--- src/design/bpmt_pkg.sv ---
`default_nettype none
package bpmt_pkg;

  localparam int ADDR_BITS = 32;
  localparam logic [31:0] ADDR_MASK =
    (ADDR_BITS >= 32) ? 32'hFFFF_FFFF : 32'((64'd1 << ADDR_BITS) - 64'd1);

  localparam logic [3:0] NUM_PATTERNS = 4'd14;
  localparam logic [3:0] LAST_PATTERN = 4'd13;
  localparam logic [31:0] LOG_LIMIT = 32'd8;

  localparam logic [1:0] REQ_START = 2'd0;
  localparam logic [1:0] REQ_SLOT  = 2'd1;
  localparam logic [1:0] REQ_DATA  = 2'd2;
  localparam logic [1:0] REQ_RSVD  = 2'd3;

  localparam logic [1:0] CMD_NONE  = 2'd0;
  localparam logic [1:0] CMD_WRITE = 2'd1;
  localparam logic [1:0] CMD_READ  = 2'd2;

  localparam logic CFG_START_ADDRESS = 1'b0;
  localparam logic CFG_REGION_BYTES  = 1'b1;

  localparam logic [3:0] PAT_ZEROS      = 4'd0;
  localparam logic [3:0] PAT_ONES       = 4'd1;
  localparam logic [3:0] PAT_55         = 4'd2;
  localparam logic [3:0] PAT_AA         = 4'd3;
  localparam logic [3:0] PAT_CHECKER    = 4'd4;
  localparam logic [3:0] PAT_CHECKER_N  = 4'd5;
  localparam logic [3:0] PAT_WALK1      = 4'd6;
  localparam logic [3:0] PAT_WALK1_S1   = 4'd7;
  localparam logic [3:0] PAT_WALK0      = 4'd8;
  localparam logic [3:0] PAT_WALK0_S1   = 4'd9;
  localparam logic [3:0] PAT_ADDR       = 4'd10;
  localparam logic [3:0] PAT_ADDR_N     = 4'd11;
  localparam logic [3:0] PAT_ADDR_X5A   = 4'd12;
  localparam logic [3:0] PAT_ADDR_XA5   = 4'd13;

  typedef enum logic [2:0] {
    PH_IDLE  = 3'b001,
    PH_WRITE = 3'b010,
    PH_READ  = 3'b100
  } phase_t;

  typedef struct packed {
    logic [1:0] req_type;
    logic [7:0] read_byte;
  } item_t;

  typedef struct packed {
    logic [1:0]  cmd_kind;
    logic [31:0] mem_address;
    logic [7:0]  write_byte;
    logic        checked;
    logic        mismatch;
    logic [7:0]  expected_byte;
    logic        log_worthy;
    logic [3:0]  pattern_index;
    logic [31:0] pattern_errors;
    logic [31:0] total_errors;
    logic        finished;
    logic        test_failed;
  } result_t;

  function automatic logic [7:0] pattern_byte(input logic [3:0] p, input logic [7:0] lo);
    logic [2:0] sh1;
    sh1 = lo[2:0] + 3'd1;
    case (p)
      PAT_ZEROS:     pattern_byte = 8'h00;
      PAT_ONES:      pattern_byte = 8'hFF;
      PAT_55:        pattern_byte = 8'h55;
      PAT_AA:        pattern_byte = 8'hAA;
      PAT_CHECKER:   pattern_byte = lo[0] ? 8'hAA : 8'h55;
      PAT_CHECKER_N: pattern_byte = lo[0] ? 8'h55 : 8'hAA;
      PAT_WALK1:     pattern_byte = 8'd1 << lo[2:0];
      PAT_WALK1_S1:  pattern_byte = 8'd1 << sh1;
      PAT_WALK0:     pattern_byte = ~(8'd1 << lo[2:0]);
      PAT_WALK0_S1:  pattern_byte = ~(8'd1 << sh1);
      PAT_ADDR:      pattern_byte = lo;
      PAT_ADDR_N:    pattern_byte = ~lo;
      PAT_ADDR_X5A:  pattern_byte = lo ^ 8'h5A;
      PAT_ADDR_XA5:  pattern_byte = lo ^ 8'hA5;
      default:       pattern_byte = 8'h00;
    endcase
  endfunction

endpackage
`default_nettype wire

--- src/design/bpmt_seq.sv ---
`default_nettype none
module bpmt_seq (
  input  wire logic            clk,
  input  wire logic            rst,
  input  wire logic            item_valid,
  input  wire bpmt_pkg::item_t item,
  output logic                 take,
  input  wire logic [31:0]     start_address,
  input  wire logic [31:0]     region_bytes,
  output logic                 res_valid,
  input  wire logic            res_ready,
  output bpmt_pkg::result_t    res
);

  bpmt_pkg::phase_t  phase, phase_next;
  logic [3:0]        pattern_number, pattern_number_next;
  logic [31:0]       issue_offset, issue_offset_next;
  logic [31:0]       check_offset, check_offset_next;
  logic [31:0]       pattern_error_count, pattern_error_count_next;
  logic [31:0]       total_error_count, total_error_count_next;
  logic [31:0]       run_start, run_start_next;
  logic [31:0]       run_bytes, run_bytes_next;
  bpmt_pkg::result_t res_next;

  logic [31:0] issue_addr, check_addr, issue_inc, check_inc, perr_report;
  logic        fin;

  assign take       = item_valid && (!res_valid || res_ready);
  assign issue_addr = (run_start + issue_offset) & bpmt_pkg::ADDR_MASK;
  assign check_addr = (run_start + check_offset) & bpmt_pkg::ADDR_MASK;
  assign issue_inc  = issue_offset + 32'd1;
  assign check_inc  = check_offset + 32'd1;

  always_comb begin
    phase_next               = phase;
    pattern_number_next      = pattern_number;
    issue_offset_next        = issue_offset;
    check_offset_next        = check_offset;
    pattern_error_count_next = pattern_error_count;
    total_error_count_next   = total_error_count;
    run_start_next           = run_start;
    run_bytes_next           = run_bytes;
    res_next                 = '0;
    res_next.pattern_index   = pattern_number;
    fin                      = 1'b0;
    perr_report              = 32'd0;

    case (item.req_type)
      bpmt_pkg::REQ_START: begin
        run_start_next           = start_address;
        run_bytes_next           = region_bytes;
        issue_offset_next        = 32'd0;
        check_offset_next        = 32'd0;
        pattern_error_count_next = 32'd0;
        total_error_count_next   = 32'd0;
        if (region_bytes == 32'd0) begin
          pattern_number_next = bpmt_pkg::LAST_PATTERN;
          phase_next          = bpmt_pkg::PH_IDLE;
          fin                 = 1'b1;
        end else begin
          pattern_number_next = 4'd0;
          phase_next          = bpmt_pkg::PH_WRITE;
        end
        res_next.pattern_index = pattern_number_next;
      end
      bpmt_pkg::REQ_SLOT: begin
        if (phase == bpmt_pkg::PH_WRITE) begin
          res_next.cmd_kind    = bpmt_pkg::CMD_WRITE;
          res_next.mem_address = issue_addr;
          res_next.write_byte  = bpmt_pkg::pattern_byte(pattern_number, issue_addr[7:0]);
          if (issue_inc >= run_bytes) begin
            phase_next        = bpmt_pkg::PH_READ;
            issue_offset_next = 32'd0;
            check_offset_next = 32'd0;
          end else begin
            issue_offset_next = issue_inc;
          end
        end else if (phase == bpmt_pkg::PH_READ && issue_offset < run_bytes) begin
          res_next.cmd_kind    = bpmt_pkg::CMD_READ;
          res_next.mem_address = issue_addr;
          issue_offset_next    = issue_inc;
        end
      end
      bpmt_pkg::REQ_DATA: begin
        if (phase == bpmt_pkg::PH_READ && check_offset < issue_offset) begin
          res_next.checked       = 1'b1;
          res_next.expected_byte = bpmt_pkg::pattern_byte(pattern_number, check_addr[7:0]);
          if (item.read_byte != res_next.expected_byte) begin
            res_next.mismatch   = 1'b1;
            res_next.log_worthy = pattern_error_count < bpmt_pkg::LOG_LIMIT;
            if (pattern_error_count != 32'hFFFF_FFFF) begin
              pattern_error_count_next = pattern_error_count + 32'd1;
            end
            if (total_error_count != 32'hFFFF_FFFF) begin
              total_error_count_next = total_error_count + 32'd1;
            end
          end
          check_offset_next = check_inc;
          if (check_inc >= run_bytes) begin
            if (pattern_number >= bpmt_pkg::LAST_PATTERN) begin
              phase_next = bpmt_pkg::PH_IDLE;
              fin        = 1'b1;
            end else begin
              perr_report              = pattern_error_count_next;
              pattern_number_next      = pattern_number + 4'd1;
              pattern_error_count_next = 32'd0;
              issue_offset_next        = 32'd0;
              check_offset_next        = 32'd0;
              phase_next               = bpmt_pkg::PH_WRITE;
            end
          end
        end
      end
      default: begin
      end
    endcase

    if (pattern_number_next != pattern_number && item.req_type == bpmt_pkg::REQ_DATA) begin
      res_next.pattern_errors = perr_report;
    end else begin
      res_next.pattern_errors = pattern_error_count_next;
    end
    res_next.total_errors = total_error_count_next;
    res_next.finished     = fin;
    res_next.test_failed  = fin && (total_error_count_next != 32'd0);
  end

  always_ff @(posedge clk) begin
    if (rst) begin
      phase               <= bpmt_pkg::PH_IDLE;
      pattern_number      <= 4'd0;
      issue_offset        <= 32'd0;
      check_offset        <= 32'd0;
      pattern_error_count <= 32'd0;
      total_error_count   <= 32'd0;
      run_start           <= 32'd0;
      run_bytes           <= 32'd0;
      res_valid           <= 1'b0;
    end else begin
      if (take) begin
        phase               <= phase_next;
        pattern_number      <= pattern_number_next;
        issue_offset        <= issue_offset_next;
        check_offset        <= check_offset_next;
        pattern_error_count <= pattern_error_count_next;
        total_error_count   <= total_error_count_next;
        run_start           <= run_start_next;
        run_bytes           <= run_bytes_next;
      end
      if (!res_valid || res_ready) begin
        res_valid <= item_valid;
      end
    end
  end

  always_ff @(posedge clk) begin
    if (take) begin
      res <= res_next;
    end
  end

endmodule
`default_nettype wire
--- config.mk ---
export PLATFORM = sky130hd
export DESIGN_NAME = bpmt_seq
export DESIGN_NICKNAME = d
export VERILOG_FILES = /design/src/design/bpmt_pkg.sv /design/src/design/bpmt_seq.sv
export SDC_FILE = /design/constraint.sdc
export NUM_CORES = 1
export LEC_CHECK = 0
export ABC_AREA = 1
export BUFFER_PORTS_ARGS = -buffer_cell sky130_fd_sc_hd__buf_4
export CORE_UTILIZATION = 63
export CTS_BUF_LIST = sky130_fd_sc_hd__clkbuf_4
export CTS_CLUSTER_DIAMETER = 150
export CTS_CLUSTER_SIZE = 12
export DETAILED_ROUTE_END_ITERATION = 12
export PLACE_DENSITY_LB_ADDON = 0.2
export RECOVER_POWER = 25
export SLEW_MARGIN = 20
export SYNTH_ARGS = -nofsm -noshare
export SYNTH_HDL_FRONTEND = slang
export SYNTH_SLANG_ARGS = --single-unit
--- constraint.sdc ---
create_clock -name clk -period 6.85 [get_ports clk]
set_clock_uncertainty 0.15 [all_clocks]
set_input_delay 1.0275 -clock clk [delete_from_list [all_inputs] [get_ports clk]]
set_output_delay 1.0275 -clock clk [all_outputs]
set_load 0.1 [all_outputs]
# Word level (Yosys, flattened, before mapping)
# Cells that the tools add are included.
totals:
  regBits: 323
  wordCells: 157
op_classes:
  n_addsub: 9
  order_cmp: 6
  eq_ne: 27
  shifts: 4
  mux: 59
  bitwise: 11
  reduce_logical: 19
op_table:
  columns: ["operator", "n"]
  rows:
  - ["2-to-1 mux 32 bit", 24]
  - ["one-hot mux 8 bit (13 select lines)", 2]
  - ["one-hot mux 32 bit (3 select lines)", 2]
  - ["adder 32 x 1 -> 32 bit (second input constant)", 4]
  - ["one-hot mux 32 bit (2 select lines)", 2]
  - ["greater-or-equal comparator 32 bit", 2]
  - ["less-than comparator 32 bit", 2]
  - ["!= test 32 bit (second input constant)", 2]
  - ["2-to-1 mux 8 bit", 6]
  - ["inverter 8 bit", 6]
  - ["2-to-1 mux 34 bit", 1]
  - ["2-to-1 mux 33 bit", 1]
  - ["adder 32 bit", 1]
  - ["zero test 32 bit", 1]
  - ["less-than comparator 32 x 4 -> 1 bit (second input constant)", 1]
  - ["nonzero test 32 bit", 1]
  - ["<< shifter 1 x 3 -> 8 bit (first input constant)", 4]
  - ["equality test 4 bit (second input constant)", 6]
  - ["2-to-1 mux 4 bit", 5]
  - ["equality test 4 x 3 -> 1 bit (second input constant)", 4]
  - ["inverter 4 bit", 4]
  - ["2-to-1 mux 3 bit", 4]
  - ["AND reduction 6 bit", 2]
  - ["2-to-1 mux 11 bit", 1]
  - ["29 further kinds", 47]

# Longest topological paths before layout
logic_depth:
  word_depth: 14
  ltp_mapped: 33
  mapped_depth_nobuf: 31

# Worst setup path after synthesis
# OpenSTA, ideal clock, no wires.
synth_path:
  path_type: "input-to-output"
  start: "input res_ready"
  end: "output take"
  t_arrival_ns: 5.942
  required_ns: 5.673
  slack_ns: -0.270
  cell_stages: 6
  path_cell_list: "inv_1 nand2_1 nand2_1 inv_1 clkbuf_1 clkbuf_1"
synth_via:
  elab_chain_len: 2
synth_rtl:
  columns: ["item", "line", "rtl"]
  rows:
  - ["start, declared", "bpmt_seq.sv:11", "input wire logic res_ready,"]
  - ["logical OR 1 bit", "bpmt_seq.sv:28", "assign take = item_valid && (!res_valid || res_ready);"]
  - ["logical AND 1 bit", "bpmt_seq.sv:28", null]
  - ["end, declared", "bpmt_seq.sv:7", "output logic take,"]
# No other way between the ends.

==> impl_results.md <==
- Delay of the slowest cell on the worst path: 0.51 ns
- Multi-input gate area: 12900 µm²
- Kind of critical path: flip-flop to flip-flop
- Post-CTS setup buffer count: 0
- Post-cts sizing count: 0
- Hold_buf cts: 0
- Post-synth EDFFs: 123
- Global-route wire length before repair: 104 mm
- PnR worst setup slack: 0.489 ns
- Drt drc: 0
- Critical-path cell with the highest stage delay: nor4_1
- Initial Util: 64.0%
- Final min period: 6.36 ns
- RSZ-0062 raised after global routing: false
- Period Utilization, post-route: 92.9%
- DRT Pass-1 Iters: 6
- Gr ovfl total: 0
- Crit-path most repeated cell: nand2_1
- Syn Area/Cell: 7.13 µm²
- Fmax: 157 MHz
- Sequential power share: 48.0%
- Clk Latency, worst-skew pair: 0.84 ns
- I/O pins: 203
- GPL Wtd Cong: 0.976
- Final non-filler cell total: 3801
- Clock network power share: 20.9%
- Vias per std cell: 5.93
- Combinational cell fraction of total power: 31.1%
- Post-route design area: 24600 µm²
- Fin. max-slew vios: 101
- Worst-Margin Slew: 3.51 ns
- Wire length per cell: 17.3 µm
- Worst hold slack: 0.321 ns
- Final HPWL DP: 48.8 mm
- Antenna Nets Post-Route: 0
- Total routed wirelength: 65.9 mm
- Setup violations, final: 0
- Area delta synth->final: 8.05%
- Initial antenna violation count: 2
- Syn Inst Count: 3192
- Setup Total Neg Slack: 0 ns
- Int Pwr: 2.84 mW
- Post-synth ARST share: 0%
- Number of global-route vias before repair: 20800
- Switching share of power: 39.3%
- Die ar.: 36900 µm²
- CP required: 7.28 ns
- MaxCap Viol Count: 2
- Area of the mapped netlist: 22700 µm²
- Num CTS Buffers: 30
- Site Rows: 69
- Crit. End Element: flip-flop
- Relative slew slack: -134%
- Critical Path Start Type: flip-flop
- GRT Total Usage: 34.9%
- Dpl ws: 0.725 ns
- Core Area: 35600 µm²
- Clk root buf: clkbuf_4
- Synth Flop Type: dfxtp_1
- HP Class: input port to flip-flop
- Htree depth: 1
- Largest net degree at the start of global routing: 116
- Fill count: 3173
- Total power: 4.68 mW
- Synth unique cells: 61
- Final nets: 3582
- Seq cells post-synth: 323
- Sequential cell area: 7700 µm²
- Synth warn: 0
- Post-DP Area: 24500 µm²
- Die Wd: 192 µm
- Worst VDD drop: 222 µV
- Violated checks: max-capacitance violations, max-slew violations
- CP arrival: 6.80 ns
- Leakage: 11.3 nW
- Status: finished, violations left
- Iteration-0 DRC Markers: 2109
- Clock slew at reported path FFs: 0.14 ns
- CTS sink count: 323
- Post-synthesis net count: 3455
- Longest Clk Path Bufs: 3
- Via Count: 22600
- Final Hold Fails: 0
- PD cells: 190 nW/µm²
- Dpl cells: 3748
- TritonCTS clock tree: built
- IO buf count: 202
- Seq/Total Area, Yosys: 33.8%
- Crit-path max FO: 33
- Cells on worst reg2reg path: 32
- Die Height: 192 µm
- Psw: 1.84 mW
- WHS Path Cells: 3
- Share of cells above drive strength 1: 7.91%
- Layout Utilization: 69.1%
flip-flops by register name, indices dropped and copies added, names as in the netlist:
signal	cells
res	123
pattern_number	4
run_bytes	32
res_valid	1
pattern_error_count	32
total_error_count	32
phase	3
check_offset	32
run_start	32
issue_offset	32
per-layer routing:
layer  routed length, µm  track usage, %  part of all wire [%]  vias up
met5                   0               0                     0        -
met4                1880            10.8                   2.8        0
met3                6020            4.42                   9.1      153
met2               29300            56.1                    44     1086
met1               28700            48.7                    44    10400
li1                    -               -                     -    11000
cell usage after synthesis (all sizes together), types with 3 or more instances:
cell type	count	share of area (%)
xnor2	14	0.54
o211ai	16	0.53
o21ai	183	4.0
edfxtp	123	16
nor4	35	1.1
xor2	101	3.9
dfxtp	200	18
a2111oi	3	0.12
nand3b	7	0.23
a31oi	12	0.33
nor2	292	5.0
or2	6	0.17
nand3	256	5.9
nand4	73	2.1
a211oi	22	0.73
o22ai	27	0.74
nor3	65	1.6
clkinv	3	0.049
clkbuf	90	1.5
a21o	5	0.17
nand2	675	11
inv	426	7.0
o21bai	3	0.099
o21a	5	0.17
a21oi	301	6.7
a221oi	3	0.12
buf	33	0.91
a21boi	5	0.17
nor3b	4	0.13
ha	183	10
critical path, delay by kind of cell (launching register included):
| kind | cells | cell delay, ns |
|---|---|---|
| simple gates | 27 | 4.42 |
| flops | 1 | 0.49 |
| xor+xnor | 1 | 0.19 |
| fa+ha+maj | 1 | 0.29 |
| buf+inv | 3 | 0.54 |
cells by family (layout without fill, tap and decap cells):
kind of cell | count (synthesis) | after routing | share of synthesized area [%]
AND/OR/NAND/NOR | 1418 | 1418 | 27.6
AO/OA/AOI/OAI | 599 | 599 | 14.4
flip-flops | 323 | 323 | 33.8
XOR/XNOR | 115 | 115 | 4.43
adder cells (fa/ha/maj) | 185 | 185 | 10.2
other | 0 | 2 | 0
buffers and inverters | 552 | 698 | 9.48
path summary, 6_finish.rpt:
| path | start | end | slack (ns) |
|---|---|---|---|
| worst min register to register | run_start[23]$_SDFFE_PP0P_ | run_start[23]$_SDFFE_PP0P_ | 0.33 |
| worst min-delay path | start_address[31] | run_start[31]$_SDFFE_PP0P_ | 0.32 |
| worst max-delay path | check_offset[2]$_SDFFE_PP0P_ | res[58]$_DFFE_PP_ | 0.49 |
| worst max register to register | check_offset[2]$_SDFFE_PP0P_ | res[58]$_DFFE_PP_ | 0.49 |
area by class of cell:
type	count	area share (%)
Clock buffer	51	1.56
Tap cell	461	2.35
Antenna cell	2	0.0204
Multi-Input combinational cell	2317	52.6
Timing Repair Buffer	218	5.60
Sequential cell	323	31.3
Inverter	429	6.59
layout by cell type (no fill, tap or decap), drive strengths merged, types with 73 or more instances in the layout:
master | netlist | final
nand2 | 675 | 675
inv | 426 | 425
clkbuf | 90 | 127
buf | 33 | 142
ha | 183 | 183
nand4 | 73 | 73
edfxtp | 123 | 123
a21oi | 301 | 301
nand3 | 256 | 256
xor2 | 101 | 101
o21ai | 183 | 183
nor2 | 292 | 292
dfxtp | 200 | 200
power by group through the flow:
stage	sequential (mW)	clock [mW]	combinational (mW)
2_1_floorplan	2.56	0	0.783
3_3_place_gp	2.28	0	1.41
3_5_place_dp	2.28	0	1.45
4_1_cts	2.24	0.993	1.46
5_1_grt	2.26	1.06	1.58
6_report	2.24	0.978	1.46
(Power assumes the default switching activity.)
